--- src/hdl/sobb_pkg.sv ---
// ----------------------------------------------------------------------------
// sobb_pkg
// shared constants, types and rounding helper for the sphere/box push block
// ----------------------------------------------------------------------------
`default_nettype none

package sobb_pkg;

  localparam int FRAC_BITS  = 16;
  localparam int QROT       = 14;
  localparam int AX_W       = 22;
  localparam int SQ_STAGES  = 32;
  localparam int DIV_STAGES = 31;

  localparam logic [30:0] RADIUS_RST = 31'(100 << FRAC_BITS);

  typedef logic signed [31:0]     pos_t;
  typedef logic signed [AX_W-1:0] axis_t;

  // add half, floor shift by the quaternion fraction width
  function automatic logic signed [41:0] rnd14(input logic signed [55:0] v);
    logic signed [55:0] t;
    t = v + 56'sd8192;
    return t[55:QROT];
  endfunction

endpackage

`default_nettype wire

--- src/hdl/sobb_div.sv ---
// ----------------------------------------------------------------------------
// sobb_div
// pipelined restoring divider, 31-bit quotient, one bit per stage
// ----------------------------------------------------------------------------
`default_nettype none

module sobb_div import sobb_pkg::*; (
  input  wire logic        clk,
  input  wire logic        en,
  input  wire logic [63:0] num,
  input  wire logic [31:0] den,
  output logic [DIV_STAGES-1:0] quo
);

  logic [31:0]           rem_r [DIV_STAGES];
  logic [30:0]           low_r [DIV_STAGES];
  logic [DIV_STAGES-1:0] q_r   [DIV_STAGES];
  logic [31:0]           den_r [DIV_STAGES];
  logic [31:0]           rem_nxt [DIV_STAGES];
  logic [DIV_STAGES-1:0] q_nxt   [DIV_STAGES];

  // quotient is known to fit, so the top part starts below the divisor
  always_comb begin
    logic [31:0]           rem_in;
    logic [30:0]           low_in;
    logic [DIV_STAGES-1:0] q_in;
    logic [31:0]           d_in;
    logic [32:0]           t;
    logic                  ge;
    for (int j = 0; j < DIV_STAGES; j++) begin
      rem_in = (j == 0) ? num[62:31] : rem_r[j-1];
      low_in = (j == 0) ? num[30:0] : low_r[j-1];
      q_in   = (j == 0) ? '0 : q_r[j-1];
      d_in   = (j == 0) ? den : den_r[j-1];
      t      = {rem_in, low_in[30-j]};
      ge     = (t >= {1'b0, d_in});
      rem_nxt[j] = ge ? 32'(t - {1'b0, d_in}) : t[31:0];
      q_nxt[j]   = {q_in[DIV_STAGES-2:0], ge};
    end
  end

  always_ff @(posedge clk) begin
    if (en) begin
      for (int j = 0; j < DIV_STAGES; j++) begin
        rem_r[j] <= rem_nxt[j];
        q_r[j]   <= q_nxt[j];
        low_r[j] <= (j == 0) ? num[30:0] : low_r[j-1];
        den_r[j] <= (j == 0) ? den : den_r[j-1];
      end
    end
  end

  assign quo = q_r[DIV_STAGES-1];

endmodule

`default_nettype wire

--- config.mk ---
export PLATFORM = sky130hd
export DESIGN_NAME = sobb_div
export DESIGN_NICKNAME = d
export VERILOG_FILES = /design/src/hdl/sobb_pkg.sv /design/src/hdl/sobb_div.sv
export SDC_FILE = /design/constraint.sdc
export NUM_CORES = 2
export LEC_CHECK = 0
export BUFFER_PORTS_ARGS = -buffer_cell sky130_fd_sc_hd__buf_2
export CORE_AREA = 2 2 618 620
export CTS_BUF_LIST = sky130_fd_sc_hd__clkbuf_16
export CTS_CLUSTER_SIZE = 16
export DETAILED_ROUTE_END_ITERATION = 7
export DIE_AREA = 0 0 620 622
export GPL_TIMING_DRIVEN = 0
export SLEW_MARGIN = 20
export SYNTH_ARGS = -nofsm -noshare
export SYNTH_HDL_FRONTEND = slang
export SYNTH_SLANG_ARGS = --single-unit
--- constraint.sdc ---
create_clock -name clk -period 6.75 [get_ports clk]
set_input_delay 1.35 -clock clk [delete_from_list [all_inputs] [get_ports clk]]
set_output_delay 1.35 -clock clk [all_outputs]
set_load 0.01 [all_outputs]
# == Word-level counts from Yosys, hierarchy flattened ==
# Memory sizes are Yosys's and may differ from the RTL's.
# Cells that the tools add are included.
# word_totals
rom_bits,0
ramBits,3906
reg_bits,0
n_memories,4
latch_bits,0
# memory_table
name,depth,word_bits,read_ports,rd_clocked_by_memory_dff,wr,line_no,rtl
den_r,31,32,30,0,31,sobb_div.sv:18,logic [31:0] den_r [DIV_STAGES];
rem_r,31,32,30,0,31,sobb_div.sv:15,logic [31:0] rem_r [DIV_STAGES];
low_r,31,31,30,0,31,sobb_div.sv:16,logic [30:0] low_r [DIV_STAGES];
q_r,31,31,31,0,31,sobb_div.sv:17,logic [DIV_STAGES-1:0] q_r [DIV_STAGES];
# classes
addsub,31
n_shift,0
bitwise_logic,0
eq_ne,0
n_lt_le_gt_ge,31
n_reduce_logical,0
div,0
mux,33
multipliers,0
# op_table
cell,count
$ge 33x32->1,31
$mux 32,31
$sub 32x32->32,31
$mux 1,2

# == Depth between registers and ports, before layout ==
# An unclocked memory read counts as a cell.
# depth
word_depth,3
depth_mapped,15
ltp_nobuf,13

# == Worst setup path before layout ==
# Ideal clock, no wire load.
# synth_timing
path_type,input port to flip-flop
startpoint,input port num[30]
endpoint,"memory rem_r[0][28], data pin"
t_required_ns,6.490
setup_time_ns,0.260
stages,13
slack_ns,2.374
n_path_buf,0
t_arrival_ns,4.116
cell_sequence,inv_1 -> ha_1 -> fa_1 -> nand2b_1 -> a21oi_1 -> o31ai_1 -> a2111oi_0 -> a21oi_1 -> o311ai_1 -> a31oi_1 -> o21ai_0 -> xor2_1 -> mux2_2
# synth_rtl
item,line_no,rtl
"start, declared",sobb_div.sv:10,"input wire logic [63:0] num,"
"end, declared",sobb_div.sv:15,

==> results.sh <==
export IMPL_drv_cap=0
export IMPL_cts_resized_gates=0
export IMPL_ys_warn_count=0
export IMPL_cts_tree="done"
export IMPL_final_common_cell="edfxtp_1"
export IMPL_cp_startpoint="den_r[22][1]"
export IMPL_ys_types=116
export IMPL_holdCritStartpoint="q_r[0][249]"
export IMPL_path_cells="inv_1 > ha_1 > nor2b_1 > o21ai_0 > a21boi_0 > o21bai_1 > a31oi_1 > a21oi_1 > nor2_1 > a21oi_1 > o21ai_1 > buf_2 > mux2_2"
export IMPL_drt_initial_drc_count=6963
export IMPL_netlist_instances=12500
export IMPL_hold_violations=0
export IMPL_dp_hpwl_um=262000
export IMPL_routed_via_count=95800
export IMPL_ff_latch_area_um2=86500
export IMPL_clockBufferDepth=4
export IMPL_synth_simple_gate_area_share=0.0802
export IMPL_hold_buffers=0
export IMPL_grt_pass1_wl_um=534000
export IMPL_track_usage=0.176
export IMPL_fill_cells=34800
export IMPL_clock_root_buffer="clkbuf_16"
export IMPL_powerDensity_nw_per_um2=490
export IMPL_crit_type="reg -> reg"
export IMPL_synth_nets=13600
export IMPL_cp_common_cell="a21oi_1"
export IMPL_antenna_found_initial=6
export IMPL_yosysSeqAreaShare=0.572
export IMPL_die_x_um=620
export IMPL_peakVddDrop_mv=0.245
export IMPL_die_h_um=622
export IMPL_final_setup_worst_slack_ns=2.10
export IMPL_drive_gt1_frac=0.101
export IMPL_clock_latency_ns=0.94
export IMPL_critPathCaptureType="register"
export IMPL_post_route_cell_area_um2=170000
export IMPL_vias_per_cell=5.23
export IMPL_max_freq_mhz=215
export IMPL_synth_edf_count=2881
export IMPL_coreArea_um2=378000
export IMPL_ys_flop_type="edfxtp_1"
export IMPL_synthAdderAreaFrac=0.0860
export IMPL_path_clk_slew_ns=0.06
export IMPL_area_growth_pct=12.2
export IMPL_status="complete, no violations"
export IMPL_r2r_start="den_r[22][1]"
export IMPL_gp_congestion=0.904
export IMPL_hold_class="reg -> reg"
export IMPL_die_area_um2=386000
export IMPL_rsz0062_at_grt="no"
export IMPL_drc=0
export IMPL_ys_async_sr_fraction=0
export IMPL_rows=226
export IMPL_arrival_ns=5.29
export IMPL_startpoint_type="register"
export IMPL_reg2reg_slack_ns=2.10
export IMPL_synth_xor_area_share=0.0469
export IMPL_cts_sinks=2881
export IMPL_grt_pass1_vias=91900
export IMPL_first_pass_iters=8
export IMPL_cts_made_buffers=333
export IMPL_synth_top_family_by_area="compound AO/OA/AOI/OAI gates"
export IMPL_clock_skew_ns=0.0697
export IMPL_ios=129
export IMPL_syn_area_um2=151000
export IMPL_cp_required_ns=7.39
export IMPL_antenna_left=0
export IMPL_syn_mean_instance_area_um2=12.1
export IMPL_post_place_ws_ns=1.39
export IMPL_initial_utilization=0.400
export IMPL_min_period_over_period=0.689
export IMPL_wirelength_um=350000
export IMPL_place_area_um2=159000
export IMPL_slowest_stage="o21ai_1"
export IMPL_p_total_mw=83.2
export IMPL_tns_ns=0
export IMPL_yosys_register_bits=2881
export IMPL_port_buffers=127
export IMPL_grt_max_degree=148
export IMPL_p_leak_nw=68.1
export IMPL_cts_htree_levels=5
export IMPL_tightest_slew_ns=1.01
export IMPL_finalSetupViolations=0
export IMPL_multi_input_area_um2=58600
export IMPL_postCtsSetupBuffers=0
export IMPL_slowest_delay_ns=0.77
export IMPL_synthMuxAreaShare=0.0418
export IMPL_final_min_clock_period_ns=4.65
export IMPL_final_nets=14100
export IMPL_grt_overflow=0
export IMPL_final_cell_mix="edfxtp_1 (2,881), inv_1 (1,324), a21oi_1 (1,001)"
export IMPL_synth_compound_area_frac=0.132
export IMPL_wl_per_cell_um=19.1
export IMPL_maxSlewViolCount=0
export IMPL_relSlewSlack=0.319
export IMPL_path_max_fanout=10
state kept, by name, summed over array words and instances, names as in the netlist:
signal	count
low_r	465
q_r	496
den_r	960
rem_r	960
cells in the mapped netlist (all sizes together), types with 226 or more instances:
master | number | area (um2)
a21o | 537 | 4030
a21oi | 1012 | 5110
clkbuf | 226 | 850
edfxtp | 2881 | 86500
ha | 992 | 12400
inv | 1268 | 4760
mux2 | 508 | 5830
nand2 | 743 | 2790
nor2 | 665 | 2500
o21ai | 639 | 3210
xnor2 | 506 | 4430
xor2 | 304 | 2660
kinds of logic after synthesis:
logic type,after synthesis
AOI/OAI and AO/OA,3136
xor gates and xnor gates,810
adders and majority gates,1022
buffers and inverters,1574
DFF,2881
muxes,557
and+or+nand+nor,2539
layout make-up:
type	count	share of cell area
Clock inverter	275	0.0143
Inverter	1268	0.0281
Antenna cell	3	0.0000442
Tap cell	5016	0.0370
Buffer	306	0.00813
Clock buffer	336	0.0496
Multi-Input combinational cell	8064	0.345
Sequential cell	2881	0.510
Timing Repair Buffer	150	0.00757
final timing paths:
kind	end	depth (start not counted)
worst min register to register	q_r[0][281]	0
worst min-delay path	q_r[0][281]	0
worst max-delay path	rem_r[1][253]	13
worst max register to register	rem_r[1][253]	13
metrics by stage:
step	hold WS (ns)	cells	utilization
floorplan	0.400	12500	-
global placement	0.400	17700	0.418
detailed placement	0.405	17700	0.420
CTS	0.392	18300	0.448
global route	0.401	18300	0.448
finish	0.394	18300	0.448
layer usage:
metal / global-route usage / share of wire / routed length (um) / up-vias
met4: 0.0487 / 0.027 / 9360 / 0
met1: 0.231 / 0.44 / 155000 / 46100
li1: - / - / - / 47200
met2: 0.305 / 0.49 / 171000 / 1891
met3: 0.0210 / 0.041 / 14300 / 503
met5: 0 / 0 / 0 / -
worst max-delay path: cells and delay by family, from the launching register on:
family | cells | cell delay, ns
buffers and inverters | 2 | 0.58
muxes | 1 | 0.40
AOI/OAI and AO/OA | 7 | 2.22
and+or+nand+nor | 2 | 0.32
adders and majority gates | 1 | 0.39
DFF | 1 | 0.44
power by group:
group / switching [mW] / internal [mW] / total (mW)
logic: 20.9 / 15.9 / 36.8
registers: 2.71 / 25.9 / 28.6
clock network: 7.50 / 10.2 / 17.7
(Power assumes the default switching activity.)
