File: src/hdl/sobb_pkg.sv
// ----------------------------------------------------------------------------
// sobb_pkg
// shared constants, types and rounding helper for the sphere/box push block
// ----------------------------------------------------------------------------
`default_nettype none

package sobb_pkg;

  localparam int FRAC_BITS  = 16;
  localparam int QROT       = 14;
  localparam int AX_W       = 22;
  localparam int SQ_STAGES  = 32;
  localparam int DIV_STAGES = 31;

  localparam logic [30:0] RADIUS_RST = 31'(100 << FRAC_BITS);

  typedef logic signed [31:0]     pos_t;
  typedef logic signed [AX_W-1:0] axis_t;

  // add half, floor shift by the quaternion fraction width
  function automatic logic signed [41:0] rnd14(input logic signed [55:0] v);
    logic signed [55:0] t;
    t = v + 56'sd8192;
    return t[55:QROT];
  endfunction

endpackage

`default_nettype wire

File: src/hdl/sobb_isqrt.sv
// ----------------------------------------------------------------------------
// sobb_isqrt
// pipelined digit-by-digit integer square root, one result bit per stage
// ----------------------------------------------------------------------------
`default_nettype none

module sobb_isqrt import sobb_pkg::*; (
  input  wire logic        clk,
  input  wire logic        en,
  input  wire logic [63:0] rad_in,
  output logic [31:0]      root
);

  logic [63:0] n_r   [SQ_STAGES];
  logic [63:0] res_r [SQ_STAGES];
  logic [63:0] n_nxt [SQ_STAGES];
  logic [63:0] res_nxt [SQ_STAGES];

  always_comb begin
    logic [63:0] n_in;
    logic [63:0] res_in;
    logic [63:0] bt;
    for (int k = 0; k < SQ_STAGES; k++) begin
      n_in   = (k == 0) ? rad_in : n_r[k-1];
      res_in = (k == 0) ? 64'd0 : res_r[k-1];
      bt     = 64'd1 << (62 - 2 * k);
      if (n_in >= res_in + bt) begin
        n_nxt[k]   = n_in - (res_in + bt);
        res_nxt[k] = (res_in >> 1) + bt;
      end else begin
        n_nxt[k]   = n_in;
        res_nxt[k] = res_in >> 1;
      end
    end
  end

  always_ff @(posedge clk) begin
    if (en) begin
      for (int k = 0; k < SQ_STAGES; k++) begin
        n_r[k]   <= n_nxt[k];
        res_r[k] <= res_nxt[k];
      end
    end
  end

  assign root = res_r[SQ_STAGES-1][31:0];

endmodule

`default_nettype wire

File: config.mk
export PLATFORM = sky130hd
export DESIGN_NAME = sobb_isqrt
export DESIGN_NICKNAME = d
export VERILOG_FILES = /design/src/hdl/sobb_pkg.sv /design/src/hdl/sobb_isqrt.sv
export SDC_FILE = /design/constraint.sdc
export NUM_CORES = 2
export LEC_CHECK = 0
export BUFFER_PORTS_ARGS = -buffer_cell sky130_fd_sc_hd__buf_2
export CELL_PAD_IN_SITES_DETAIL_PLACEMENT = 1
export CELL_PAD_IN_SITES_GLOBAL_PLACEMENT = 1
export CORE_ASPECT_RATIO = 1.1
export CORE_MARGIN = 1
export CORE_UTILIZATION = 45
export CTS_CLUSTER_SIZE = 10
export DETAILED_ROUTE_END_ITERATION = 10
export GPL_ROUTABILITY_DRIVEN = 0
export PLACE_DENSITY = 0.84
export SLEW_MARGIN = 20
export SYNTH_ARGS = -nofsm -noshare
export SYNTH_HDL_FRONTEND = slang
export SYNTH_SLANG_ARGS = --single-unit
File: constraint.sdc
create_clock -name clk -period 3.5 [get_ports clk]
set_input_delay 0.7 -clock clk [delete_from_list [all_inputs] [get_ports clk]]
set_output_delay 0.7 -clock clk [all_outputs]
set_load 0.02 [all_outputs]
==> results of run 1 <==
per-layer routing:
layer  track usage  GRT overflow
met2         0.704            13
met1         0.537             0
met5         0.337             0
met3         0.484            17
met4         0.593            23
Yosys cell counts (18+ instances only):
library cell / n / share of area
ha_1: 558 / 0.058
a31oi_1: 37 / 0.0019
or4_1: 55 / 0.0034
o21ai_0: 435 / 0.018
mux2_2: 79 / 0.0074
nand2_1: 642 / 0.020
o31ai_1: 45 / 0.0028
xor2_1: 391 / 0.028
edfxtp_1: 2512 / 0.62
nand4_1: 183 / 0.0095
nand2b_1: 101 / 0.0052
nor2b_1: 72 / 0.0037
or3_1: 91 / 0.0047
nand4b_1: 21 / 0.0015
a21oi_1: 634 / 0.026
a211oi_1: 53 / 0.0033
a21boi_0: 23 / 0.0014
and2_1: 30 / 0.0016
or2_2: 34 / 0.0018
o211ai_1: 41 / 0.0025
nor4b_1: 46 / 0.0033
and3_1: 33 / 0.0017
nor4_1: 345 / 0.018
and4_1: 18 / 0.0013
nor3_1: 268 / 0.011
a211o_1: 18 / 0.0013
nand3b_1: 36 / 0.0022
o21bai_1: 56 / 0.0035
nor2_1: 637 / 0.020
o21a_1: 106 / 0.0066
clkbuf_1: 161 / 0.0050
nor3b_1: 21 / 0.0013
a21o_1: 205 / 0.013
inv_1: 704 / 0.022
nand3_1: 151 / 0.0063
xnor2_1: 500 / 0.036
buf_2: 21 / 0.00087
timing repair:
item	in CTS
endpoints found under the hold margin	62
hold buffers	62
resized for setup	219
endpoints found under the setup margin	533
gates cloned	1
setup buffers	50
pin swaps	37
kinds of logic after synthesis:
logic type	after synthesis	synth area share
buffers and inverters	907	0.0286
DFF	2512	0.624
AOI/OAI and AO/OA	1853	0.0955
xor gates and xnor gates	891	0.0646
adders and majority gates	558	0.0578
muxes	88	0.00823
and+or+nand+nor	2842	0.121
metrics by stage:
stage          utilization  cells  setup slack (ps)  instance area, um2  hold slack, ps
2_1_floorplan            -   9651               140              121000             417
3_3_place_gp         0.491  13800              -850              131000             428
3_5_place_dp         0.491  13800              -494              131000             434
4_1_cts              0.530  14300             -2.97              141000             107
==> reports/qor.yml, run 1 <==
status:
  status: "did not finish"
  lastStage: "global routing (5_1_grt)"
  stop_error: "[ERROR GRT-0232] Routing congestion too high. Check the congestion heatmap in the GUI."
clock_network:
  cts_made_buffers: 309
  clockBufferDepth: 4
  htree_levels: 5
  cts.sinks: 2512
  cts_root_buffer: "clkbuf_16"
floorplanning:
  initial_core_util: 0.452
  die_h_um: 546
  rows: 199
  io_pins: 98
  die_w_um: 496
timing:
  endpoint_type: "register input"
  grt-worst-endpoint: "n_r[0][700]$_DFFE_PP_/D"
logic_synthesis:
  seq_area_frac_synth: 0.624
  ys.warnings.count: 0
  synth_ff_type: "edfxtp_1"
  synth_edf_count: 2512
  synth_cell_types: 93
  syn_area_um2: 121000
  netlist_instances: 9651
  syn_nets: 10300
  synth.ff_latch_count: 2512
  avgSynthCellArea_um2: 12.5
  async_reset_ff_frac: 0
grt:
  grt_usage: 0.575
  grt_overflow: 53
  antenna_found_initial: 139
  grt_max_degree: 155
placed_design:
  place_hpwl_um: 287000
  io_buffers: 97
==> run 2: changes to the inputs <==
==> config.mk (replaced) <==
export PLATFORM = sky130hd
export DESIGN_NAME = sobb_isqrt
export DESIGN_NICKNAME = d
export VERILOG_FILES = /design/src/hdl/sobb_pkg.sv /design/src/hdl/sobb_isqrt.sv
export SDC_FILE = /design/constraint.sdc
export NUM_CORES = 2
export LEC_CHECK = 0
export BUFFER_PORTS_ARGS = -buffer_cell sky130_fd_sc_hd__buf_2
export CORE_MARGIN = 1
export CORE_UTILIZATION = 30
export DETAILED_ROUTE_END_ITERATION = 10
export GPL_ROUTABILITY_DRIVEN = 0
export PLACE_DENSITY_LB_ADDON = 0.15
export SLEW_MARGIN = 20
export SYNTH_ARGS = -nofsm -noshare
export SYNTH_HDL_FRONTEND = slang
export SYNTH_SLANG_ARGS = --single-unit
==> constraint.sdc (replaced) <==
create_clock -name clk -period 4.5 [get_ports clk]
set_input_delay 0.9 -clock clk [delete_from_list [all_inputs] [get_ports clk]]
set_output_delay 0.9 -clock clk [all_outputs]
set_load 0.02 [all_outputs]
==> run 2 against run 1 <==
Net effect: the flow now finishes without violations; synthesized area unchanged; synthesized cell count unchanged.
==> reports/qor.yml, run 2 <==
logic_synthesis:
  muxShareOfSynthArea: 0.00823  # unchanged
  synth_top_area_share: 0.624  # unchanged
  ys.warnings.count: 0  # unchanged
  synth_edf_count: 2512  # unchanged
  seq_area_frac_synth: 0.624  # unchanged
  async_reset_ff_frac: 0  # unchanged
  synth_compound_area_frac: 0.0955  # unchanged
  synth_common_cells: "edfxtp_1 (2,512), inv_1 (704), nand2_1 (642), nor2_1 (637), a21oi_1 (634)"
  netlist_instances: 9651  # unchanged
  synth_cell_types: 93  # unchanged
  synth.ff_latch_count: 2512  # unchanged
  synth-xor-area-share: 0.0646  # unchanged
  synthAdderAreaFrac: 0.0578  # unchanged
  yosys.area_share.simple: 0.121  # unchanged
  synthTopCellsByArea: "edfxtp_1 (62%), ha_1 (5.8%), xnor2_1 (3.6%)"
  avgSynthCellArea_um2: 12.5  # unchanged
  synth_ff_type: "edfxtp_1"
  synth_top_area_cell: "edfxtp_1"
  syn_nets: 10300  # unchanged
  syn_area_um2: 121000  # unchanged
  yosysMostFrequentCell: "edfxtp_1"
  synth_top_family_by_area: "simple AND/OR/NAND/NOR gates"
floorplanning:
  io_pins: 98  # unchanged
  initial_core_util: 0.302  # -0.150
  coreArea_um2: 400000
  dieArea_um2: 405000
  rows: 232  # +17%
  die_h_um: 637  # +17%
  die_w_um: 637  # +28%
detailed_routing:
  drt-met1-wl_um: 146000
  wl_met2_um: 163000
  drt_iter0_markers: 6431
  drt_first_pass_iters: 8
  top_layer_used: "met4"
  ant_nets: 0
  drc: 0
  wl_met3_um: 17400
  vias_per_cell: 5.01
  route.detailed.wl_per_inst_um: 21.7
  wirelength_um: 337000
  vias: 77700
flow_run:
  drv_cap: 0
timing:
  fmax_ghz: 0.226
  slew_viol_final: 0
  slew_headroom: 0.285
  setup_viol_count_final: 0
  worst_pin_slew_ps: 1060
  rsz0062_at_grt: "no"
  timing.hold.ws_ps: 176
  hold_viol: 0
  fin_crit_sh: 0.983
  period_needed_ps: 4420
  skew_ps: 64.2
finish:
  drive_gt1_frac: 0.0840
  largest_reg_flops: 1984
  syn2layout_area_growth_pct: 14.5
  final_cell_mix: "edfxtp_1 (2,512), inv_1 (704), nand2_1 (641)"
  nets: 10600
  top_register: "n_r"
  multiInputGateArea_um2: 42100
  fillers: 39000
  layout_commonest_cell: "edfxtp_1"
  fin_util: 0.346
  seqCellArea_um2: 75400
  top_regs: "n_r x1984, res_r x528"
clock_network:
  clkLatencyLatePin_ps: 930
  cts_root_buffer: "clkbuf_16"
  cts_made_buffers: 290  # -6.1%
  clockBufferDepth: 4  # unchanged
  cts_tree: "built"
  htree_levels: 5  # unchanged
  path_clk_slew_ps: 60
  cts.sinks: 2512  # unchanged
placed_design:
  place_hpwl_um: 258000  # -10%
  io_buffers: 97  # unchanged
grt:
  grt_pass1_wl_um: 498000
  antenna_found_initial: 14
  grt_usage: 0.161
  grt_overflow: 0
  grt_pass1_vias: 76600
  grt_max_degree: 139
worst_setup_path:
  crit_path_end_kind: "flop"
  path_cells: "inv_1, ha_1, nand4_1, or2_2, nor4_1, nor4_1, o21a_1, inv_1, buf_4, mux2_2"
  cp_max_fo: 24
  crit_type: "flop to flop"
  slowest_delay_ps: 770
  cp.arrival_ps: 5020
  startpoint_type: "flop"
  required_ps: 5100
  slowest_stage: "nor4_1"
min_path:
  hp-class: "primary input to flop"
power:
  vdd_drop_max_uv: 302
  power_density_nw_per_um2: 514
  p_leak_nw: 50.8
  finalPower_mw: 71.1
status:
  status: "complete, no violations"
==> run 2: logic make-up after synthesis <==
family	Yosys count
AOI/OAI and AO/OA	1853
and+or+nand+nor	2842
buffers and inverters	907
muxes	88
DFF	2512
adders and majority gates	558
xor gates and xnor gates	891
==> run 2: final timing paths <==
kind / start / endpoint / slack, ps / cells past startpoint
min reg2reg: n_r[0][278] / n_r[0][342] / 430 / 0
max reg2reg: res_r[1][487] / n_r[1][534] / 80 / 10
min: rad_in[32] / n_r[0][32] / 180 / 1
max: res_r[1][487] / n_r[1][534] / 80 / 10
==> run 2: worst max-delay path, delay by kind of cell, from the launching register on <==
family	cells	cell delay (ps)
simple gates	4	1550
fa+ha+maj	1	520
mux	1	440
compound gates	1	280
flops	1	440
buf+inv	3	890
==> run 2: timing repair <==
action / in CTS / in global routing
setup buffers: 0 / 0
gates resized for setup: 1 / 5
hold buffers: 0 / 0
pin swaps: 0 / 1
setup endpoints to repair: 1 / 11
==> run 2: area by class of cell <==
type,instances,area share
Sequential cell,2512,0.545
Tap cell,5265,0.0476
Inverter,706,0.0192
Antenna cell,7,0.000127
Timing Repair Buffer,280,0.0160
Multi-Input combinational cell,6232,0.304
Clock buffer,345,0.0544
Clock inverter,175,0.0132
==> run 2: metal layers <==
metal	vias to the layer above	track usage
met4	0	0.0527
li1	37000	-
met2	2072	0.274
met3	481	0.0249
met5	-	0
met1	38100	0.210
==> run 2: report_power, final <==
part           switching, mW  internal [mW]
registers               2.67           29.8
logic                   9.11           6.19
clock network           9.77           13.6
==> run 2: per-stage QoR <==
step	TNS [ps]	worst slack [ps]	area, um2	std cells
after global routing	0	36.8	138000	15500
after floorplan	0	1140	121000	9651
after CTS	0	116	138000	15500
after detailed placement	-33.2	-33.2	129000	15000
final	0	78.3	138000	15500
after global placement	-1380	-166	129000	15000
Note: power is estimated with default switching activity, not from simulation.
